--- src/hw/rtl/ial_pkg.sv ---
// ----------------------------------------------------------------------------
// ial_pkg
// Shared types and codes of the indexed array list: request and result words,
// operation and status codes, and the control bundle that drives the cells.
// ----------------------------------------------------------------------------
package ial_pkg;

  typedef enum logic [1:0] {
    KIND_INSERT = 2'd0,
    KIND_REMOVE = 2'd1,
    KIND_GET    = 2'd2,
    KIND_SEARCH = 2'd3
  } kind_t;

  typedef enum logic [1:0] {
    STATUS_OK        = 2'd0,
    STATUS_RANGE     = 2'd1,
    STATUS_FULL      = 2'd2,
    STATUS_NOT_FOUND = 2'd3
  } status_t;

  typedef struct packed {
    logic [1:0]         kind;
    logic [6:0]         position;
    logic signed [31:0] data_word;
  } ial_in_t;

  typedef struct packed {
    logic [1:0]         status;
    logic signed [31:0] read_word;
    logic [5:0]         found_position;
    logic [6:0]         entry_count;
  } ial_out_t;

  // One command for the whole row of cells in a given cycle.
  typedef struct packed {
    logic ins;   // shift up from the position and write the key there
    logic rem;   // shift down from the position
    logic get;   // mark the cell at the position
    logic srch;  // mark the cells holding the key
  } ial_ctl_t;

endpackage

--- src/hw/rtl/ial_cell.sv ---
// ----------------------------------------------------------------------------
// ial_cell
// One storage cell of the list. It holds a single entry, takes its left or
// right neighbor's word on a shift, and registers a hit flag for lookups.
// ----------------------------------------------------------------------------
module ial_cell #(
  parameter int WORD_WIDTH = 32,
  parameter int CMP_W      = 7,
  parameter int IDX        = 0
) (
  input  logic                  clk,
  input  ial_pkg::ial_ctl_t     ctl,
  input  logic [CMP_W-1:0]      pos,
  input  logic [CMP_W-1:0]      count,
  input  logic [WORD_WIDTH-1:0] key,
  input  logic [WORD_WIDTH-1:0] left_word,
  input  logic [WORD_WIDTH-1:0] right_word,
  output logic [WORD_WIDTH-1:0] word,
  output logic                  leaf_hit,
  output logic [WORD_WIDTH-1:0] leaf_word
);
  import ial_pkg::*;

  localparam logic [CMP_W-1:0] IDX_C = CMP_W'(IDX);

  logic [WORD_WIDTH-1:0] entry_r;
  logic [WORD_WIDTH-1:0] entry_nxt;
  logic                  hit_r;
  logic                  hit_nxt;

  always_comb begin
    entry_nxt = entry_r;
    if (ctl.ins) begin
      if (IDX_C > pos) begin
        entry_nxt = left_word;
      end else if (IDX_C == pos) begin
        entry_nxt = key;
      end
    end else if (ctl.rem) begin
      if (IDX_C >= pos) begin
        entry_nxt = right_word;
      end
    end
  end

  always_comb begin
    if (ctl.get) begin
      hit_nxt = (IDX_C == pos);
    end else begin
      hit_nxt = (entry_r == key) && (IDX_C < count);
    end
  end

  always_ff @(posedge clk) begin
    entry_r <= entry_nxt;
    if (ctl.get || ctl.srch) begin
      hit_r <= hit_nxt;
    end
  end

  assign word      = entry_r;
  assign leaf_hit  = hit_r;
  assign leaf_word = entry_r;

endmodule

--- config.mk ---
export PLATFORM = sky130hd
export DESIGN_NAME = ial_cell
export DESIGN_NICKNAME = d
export VERILOG_FILES = /design/src/hw/rtl/ial_pkg.sv /design/src/hw/rtl/ial_cell.sv
export SDC_FILE = /design/constraint.sdc
export NUM_CORES = 1
export LEC_CHECK = 0
export BUFFER_PORTS_ARGS = -buffer_cell sky130_fd_sc_hd__buf_2
export CAP_MARGIN = 20
export CORE_UTILIZATION = 38
export DETAILED_ROUTE_END_ITERATION = 12
export GPL_ROUTABILITY_DRIVEN = 0
export GPL_TIMING_DRIVEN = 0
export PLACE_DENSITY = 0.81
export SLEW_MARGIN = 20
export SYNTH_ARGS = -nofsm -noshare
export SYNTH_HDL_FRONTEND = slang
export SYNTH_SLANG_ARGS = --single-unit
--- constraint.sdc ---
create_clock -name clk -period 2.3 [get_ports clk]
set_input_delay 0.46 -clock clk [delete_from_list [all_inputs] [get_ports clk]]
set_output_delay 0.46 -clock clk [all_outputs]
set_load 0.005 [all_outputs]
# Word-level counts from Yosys, hierarchy flattened

Cells that the tools add are included.
W data, S select, Z words.

Input port bits: 115
Output and inout port bits: 65
Bits in registers: 33
Word-level logic and storage cells: 19

Order comparisons: 3
Mux-type cells: 6
Reduce and logical (&&, ||, !) cells: 6
Equal/unequal tests: 2

Operators with widths:

| kind                 | count |
|---|---|
| $mux W32             | 5 |
| $eq A32 B32 Y1       | 1 |
| $ge A1 B7 Y1 const A | 1 |
| $gt A1 B7 Y1 const A | 1 |
| $logic_not A7 Y1     | 1 |
| $lt A1 B7 Y1 const A | 1 |
| $reduce_bool A2 Y1   | 2 |
| $ne A3 B1 Y1 const B | 1 |
| $reduce_and A3 Y1    | 1 |
| $logic_and A1 B1 Y1  | 1 |
| $logic_or A1 B1 Y1   | 1 |
| $mux W1              | 1 |

# Depth between registers and ports, before layout

Gate-level depths: netlist (run 1).

Depth in word-level cells: 4
Gate-level depth with buffers: 4
Gate-level depth less buffers: 4

# Least setup slack after synthesis (run 1)

OpenSTA, ideal clock, no wires.

Path type: input to register
From: in pos[2]
To: reg entry_r[0] (netlist: leaf_word[0]), enable pin
Buffers on the path: 0
Library setup time: 0.387 ns
Slack: 0.341 ns
Data arrival time: 1.572 ns
Data required time: 1.913 ns
Stages: 2
Cells stage by stage: nor4_1 -> o211a_1

Cells in the longest elaborated chain, start to end: 3
Elaborated cells between the ends (all ways): 6
Classes of those cells: order compare: 2; eq/ne: 1; reduce/logical: 3

Ends and longest elaborated chain:

| item                                                                | RTL line       | text |
|---|---|---|
| start, declared                                                     | ial_cell.sv:13 | `input logic [CMP_W-1:0] pos,` |
| $gt A1 B7 Y1, or another cell as far along                          | ial_cell.sv:34 | `if (IDX_C > pos) begin` |
| $ne A3 B1 Y1 (no source line) or $reduce_bool A2 Y1 (tied branches) | --             |  |
| $reduce_and A3 Y1 (no source line) (*)                              | --             |  |
| end signal, assigned                                                | ial_cell.sv:55 | `entry_r <= entry_nxt;` |
| end, declared                                                       | ial_cell.sv:26 | `logic [WORD_WIDTH-1:0] entry_r;` |

Mark *: on every way between the ends. The rest lies on a longest branch, timed or not.
A chain may end at the register's enable or synchronous reset.

# Worst setup path in the final report (run 1)

From: in pos[2]
To: reg entry_r[13] (netlist: leaf_word[13]), enable pin

The elaborated chain is that of the path after synthesis.

==> results.sh, run 1 <==
export IMPL_status="finished, final reports clean"
export IMPL_peakVddDrop_mv=0.320
export IMPL_post_route_cell_area_um2=2960
export IMPL_dpl_hpwl_um=3860
export IMPL_worst_slew_pin_slew_ps=876
export IMPL_wl_um=4830
export IMPL_synthTopCellsByArea="edfxtp_1 (48%), mux2_2 (18%), buf_4 (12%)"
export IMPL_synth_yosys_seq_area_share=0.481
export IMPL_setup_ws_ps=459
export IMPL_clock_sinks=33
export IMPL_clock_path_buffers=2
export IMPL_antennaDiodeCount=0
export IMPL_finalCritPeriodShare=0.800
export IMPL_placed_area_um2=2880
export IMPL_drv_cap=0
export IMPL_die_x_um=75.6
export IMPL_h_tree_depth=2
export IMPL_required_ps=2200
export IMPL_synth_seq_cells=33
export IMPL_clk_pin_slew_ps=70
export IMPL_synth_top_cell_by_area="edfxtp_1"
export IMPL_rsz0062_at_grt="false"
export IMPL_core_um2=5170
export IMPL_grt_start_max_net_pins=33
export IMPL_max_freq_ghz=0.543
export IMPL_clkPwrFrac=0.325
export IMPL_cp_start_kind="input port"
export IMPL_hold_viol_final=0
export IMPL_critical_path_class="input port to register"
export IMPL_crit_path_end_kind="register"
export IMPL_skew_ps=3.55
export IMPL_crit_arrival_ps=1740
export IMPL_syn_instance_count=157
export IMPL_yosys_area_top_type_share=0.481
export IMPL_maxSlewViolCount=0
export IMPL_min_period_ps=1840
export IMPL_num_vias=1716
export IMPL_avgViaCountPerCell=4.50
export IMPL_postRouteAntennaNets=0
export IMPL_power_frac_comb=0.147
export IMPL_syn_avg_cell_area_um2=13.1
export IMPL_die_h_um=75.6
export IMPL_drcViolationCount=0
export IMPL_slew_headroom=0.416
export IMPL_grt_pass1_vias=1519
export IMPL_cts_setup_buffers=0
export IMPL_cts_tree="yes"
export IMPL_drt_iter0_drc=32
export IMPL_p_per_area_nw_per_um2=432
export IMPL_drive_gt1_frac=0.733
export IMPL_p_seq_frac=0.527
export IMPL_grt_overflow=0
export IMPL_initial_core_util=0.398
export IMPL_ys_types=20
export IMPL_cts_inserted_buffers=5
export IMPL_die_area_um2=5710
export IMPL_synth_warning_count=0
export IMPL_core_rowCount=26
export IMPL_numPortBuffers=146
export IMPL_area_growth_pct=43.8
export IMPL_p_sw_frac=0.221
export IMPL_intPower_mw=0.995
export IMPL_post_drt_wl_per_cell_um=12.7
export IMPL_holdBufCountCts=0
export IMPL_dr_pass1_iters=4
export IMPL_io_pins=180
export IMPL_cts_root_buffer="clkbuf_8"
export IMPL_crit_path_max_fanout=32
export IMPL_hold_class="input port to register"
export IMPL_grt_use_total=0.162
export IMPL_antenna_found_initial=0
export IMPL_place_ws_ps=155
export IMPL_syn_num_nets=272
export IMPL_leakage_nw=1.38
export IMPL_syn_area_um2=2060
export IMPL_grt_pass1_wl_um=6770
export IMPL_insertion_delay_ps=280
export IMPL_final_nets=425
export IMPL_ctsResizeCount=0
export IMPL_setup_viol=0
export IMPL_p_sw_mw=0.282
## layer usage
metal	part of all wire	vias up	GRT usage	wire length, um
met5	0	-	0	0
met4	0.0060	0	0.0391	29
met3	0.063	4	0.0397	305
met2	0.51	83	0.291	2470
met1	0.42	789	0.196	2020
li1	-	840	-	-
## path summary, 6_finish.rpt
path / start / to / slack, ps / cells past startpoint
setup / recovery: pos[2] / leaf_word[13] / 460 / 3
hold / removal: ctl[0] / leaf_hit / 470 / 2
setup reg to reg: leaf_word[31] / leaf_hit / 770 / 4
hold reg to reg: leaf_word[10] / leaf_hit / 850 / 3
## critical path: stages
cell     delay (ps)
buf_2            90
nor4_1          350
o211a_2         830
## area by class of cell
class                      instances  area, um2
sequential                        33        991
inverter                           4       15.0
buffer                            36        260
clock buffer                       6       72.6
timing repair buffer             146        731
fill                             480       2210
tap                               70       87.6
multi-input combinational         84        792
clock inverter                     2       10.0
## stage by stage
step	instances	power [mW]	setup TNS, ps	hold slack, ps	util
final	381	1.28	0	465	0.572
after detailed placement	373	0.877	0	747	0.556
after CTS	381	1.30	0	456	0.572
after global placement	373	0.871	-4060	747	0.556
after floorplan	157	0.778	0	660	-
after global routing	381	1.34	0	462	0.572
## layout by cell type (no fill, tap or decap), types with 2 or more instances in the layout
cell / count
nor3_1: 3
xor2_1: 27
nand3_1: 2
clkinv_2: 2
mux2_2: 32
nor4_2: 4
xnor2_1: 2
edfxtp_1: 33
buf_2: 150
inv_1: 4
buf_4: 32
nor4_1: 4
clkbuf_8: 5
nand4_1: 2
## cell usage after synthesis
| library cell | n |
|---|---|
| nand2_1 | 1 |
| mux2_2 | 32 |
| edfxtp_1 | 33 |
| nand4_1 | 2 |
| o211a_1 | 1 |
| nor4_2 | 4 |
| xnor2_1 | 2 |
| buf_2 | 4 |
| or2_2 | 1 |
| xor2_1 | 27 |
| nand3_1 | 2 |
| nand2b_1 | 1 |
| o2111a_1 | 1 |
| nor4_1 | 4 |
| o31ai_2 | 1 |
| a222oi_1 | 1 |
| buf_4 | 32 |
| inv_1 | 4 |
| a21oi_1 | 1 |
| nor3_1 | 3 |
## power by group through the flow
| stage | Combinational [mW] | Sequential, mW | Clock, mW |
|---|---|---|---|
| 6_report | 0.188 | 0.673 | 0.415 |
| 2_1_floorplan | 0.0910 | 0.687 | 0 |
| 3_5_place_dp | 0.190 | 0.687 | 0 |
| 5_1_grt | 0.207 | 0.673 | 0.458 |
| 3_3_place_gp | 0.185 | 0.686 | 0 |
| 4_1_cts | 0.191 | 0.673 | 0.431 |
## flip-flops by register name, summed over array words and instances, names as in the netlist
register	count
leaf_hit	1
leaf_word	32
## cell families (layout without fill, tap and decap cells)
group | after synthesis | in the layout | share of synthesized area
buf+inv | 40 | 194 | 0.134
flops | 33 | 33 | 0.481
mux | 32 | 32 | 0.175
xor+xnor | 29 | 29 | 0.123
simple gates | 18 | 18 | 0.0626
compound gates | 5 | 5 | 0.0237
Note: power is estimated with default switching activity, not from simulation.
==> run 2, diff against run 1 <==
ABC_AREA = 1   (was not set)
CORE_UTILIZATION = 36   (was 38)
PLACE_DENSITY = 0.78   (was 0.81)
clock period = 1.6 ns   (was 2.3 ns; I/O delays follow)
==> run 2 against run 1 <==
Synthesized cell count is 77% higher. Utilization is 3.6 points lower. Combinational power grew 63%. First-iteration DRC count grew 94%. Via count rose by 29%.
==> results.sh, run 2 <==
export IMPL_rsz0062_at_grt="false"
export IMPL_dr_pass1_iters=4
export IMPL_r2r_end="leaf_hit"
export IMPL_synth_seq_cells=33
export IMPL_synth_edf_count=33
export IMPL_crit_path_end_kind="primary output"
export IMPL_regArea_um2=991
export IMPL_drv_cap=0
export IMPL_final_nets=548
export IMPL_core_rowCount=28
export IMPL_drive_gt1_frac=0.482
export IMPL_holdBufCountCts=0
export IMPL_largest_register_ffs=32
export IMPL_hold_viol_final=0
export IMPL_multi_input_area_um2=836
export IMPL_num_vias=2214
export IMPL_clk_pin_slew_ps=70
export IMPL_drt_iter0_drc=62
export IMPL_clock_path_buffers=2
export IMPL_die_area_um2=6590
export IMPL_hold_depth=2
export IMPL_postRouteAntennaNets=0
export IMPL_min_period_ps=1350
export IMPL_antennaDiodeCount=0
export IMPL_max_freq_ghz=0.742
export IMPL_synthArstFlopShare=0
export IMPL_final_common_cell="buf_2"
export IMPL_synth_most_common_cell="nand2_1"
export IMPL_slew_headroom=0.800
export IMPL_ctsResizeCount=0
export IMPL_cts_inserted_buffers=5
export IMPL_syn_instance_count=278
export IMPL_min_to="leaf_hit"
export IMPL_mostFrequentLayoutCells="buf_2 (149), nand2_1 (69), inv_1 (42), nor2_1 (41), edfxtp_1 (33)"
export IMPL_syn_area_um2=2260
export IMPL_die_h_um=81.2
export IMPL_setup_ws_ps=252
export IMPL_cts_root_buffer="clkbuf_8"
export IMPL_worst_slew_pin_slew_ps=299
export IMPL_io_pins=180
export IMPL_min_from="ctl[0]"
export IMPL_ys_types=18
export IMPL_leakage_nw=1.72
export IMPL_maxSlewViolCount=0
export IMPL_r2r_start="leaf_word[9]"
export IMPL_area_growth_pct=42.2
export IMPL_wl_um=5840
export IMPL_post_drt_wl_per_cell_um=11.5
export IMPL_skew_ps=5.10
export IMPL_finalCritPeriodShare=0.843
export IMPL_peakVddDrop_mv=0.349
export IMPL_rrSetupSlack_ps=330
export IMPL_cts_setup_buffers=0
export IMPL_syn_num_nets=393
export IMPL_reg2regPathDepth=7
export IMPL_grt_start_max_net_pins=17
export IMPL_dpl_hpwl_um=4840
export IMPL_drcViolationCount=0
export IMPL_initial_core_util=0.377
export IMPL_synth_yosys_seq_area_share=0.439
export IMPL_synth_top_cell_by_area="edfxtp_1"
export IMPL_clock_sinks=33
export IMPL_critical_path_class="register to primary output"
export IMPL_crit_path_max_fanout=3
export IMPL_avgViaCountPerCell=4.35
export IMPL_h_tree_depth=2
export IMPL_grt_overflow=0
export IMPL_synthTopCellsByArea="edfxtp_1 (44%), nand2_1 (11%), buf_4 (11%)"
export IMPL_p_per_area_nw_per_um2=584
export IMPL_cp_start_kind="register"
export IMPL_place_ws_ps=-22.4
export IMPL_cts_tree="yes"
export IMPL_numPortBuffers=146
export IMPL_syn_avg_cell_area_um2=8.12
export IMPL_finalSetupTns_ps=0
export IMPL_core_um2=5990
export IMPL_grt_pass1_vias=1980
export IMPL_yosys_area_top_type_share=0.439
export IMPL_grt_use_total=0.178
export IMPL_required_ps=1280
export IMPL_hold_class="input port to register"
export IMPL_synthTopCellsByCount="nand2_1 (69), inv_1 (42), nor2_1 (41), edfxtp_1 (33), buf_4 (32)"
export IMPL_grt_pass1_wl_um=8780
export IMPL_insertion_delay_ps=280
export IMPL_crit_arrival_ps=1030
export IMPL_status="finished, final reports clean"
export IMPL_fill_cells=566
export IMPL_die_x_um=81.2
export IMPL_antenna_found_initial=0
export IMPL_ys_flop_type="edfxtp_1"
export IMPL_setup_viol=0
export IMPL_synth_warning_count=0
## run 2: where the power goes
group / switching, mW / total [mW] / internal, mW
logic: 0.143 / 0.307 / 0.164
registers: 0.00435 / 0.968 / 0.963
clock network: 0.306 / 0.599 / 0.293
total: 0.454 / 1.87 / 1.42
## run 2: routing by layer
layer	track usage	up-vias	part of all wire
met4	0.0429	0	0.0079
met5	0	-	0
met2	0.332	110	0.51
li1	-	1140	-
met3	0.0461	5	0.087
met1	0.200	959	0.40
## run 2: layout make-up
cell class | instances | area share
Clock buffer | 5 | 0.0214
Inverter | 42 | 0.0491
Clock inverter | 3 | 0.00390
Tap cell | 75 | 0.0292
Multi-Input combinational cell | 165 | 0.260
Buffer | 38 | 0.0901
Timing Repair Buffer | 148 | 0.237
Sequential cell | 33 | 0.309
## run 2: logic make-up (layout without fill, tap and decap cells)
group           count (synthesis)  after routing  synth area share
simple gates                  117            117             0.200
buf+inv                        80            236             0.198
flops                          33             33             0.439
compound gates                 24             24            0.0560
mux                            13             13            0.0649
xor+xnor                       11             11            0.0427
## run 2: worst max-delay path: stages, from the launching register on
cell	delay, ps
edfxtp_1	460
buf_4	170
buf_2	120
## run 2: stage by stage
stage	std cells	hold WS, ps	area [um2]	utilization	power, mW
floorplan	278	520	2270	-	1.14
global placement	499	612	3100	0.517	1.29
detailed placement	501	612	3130	0.522	1.30
CTS	509	311	3210	0.536	1.90
global route	509	330	3210	0.536	1.96
finish	509	323	3210	0.536	1.87
## run 2: worst max-delay path by stage
stage	depth (start not counted)	slack [ps]	startpoint	endpoint
2_1_floorplan	2	-310	pos[0]	leaf_word[0]
3_3_place_gp	3	-780	pos[0]	leaf_word[10]
3_5_place_dp	4	-20	pos[0]	leaf_word[28]
4_1_cts	2	230	leaf_word[30]	word[30]
5_1_grt	7	180	leaf_word[18]	leaf_hit
6_report	2	250	leaf_word[30]	word[30]
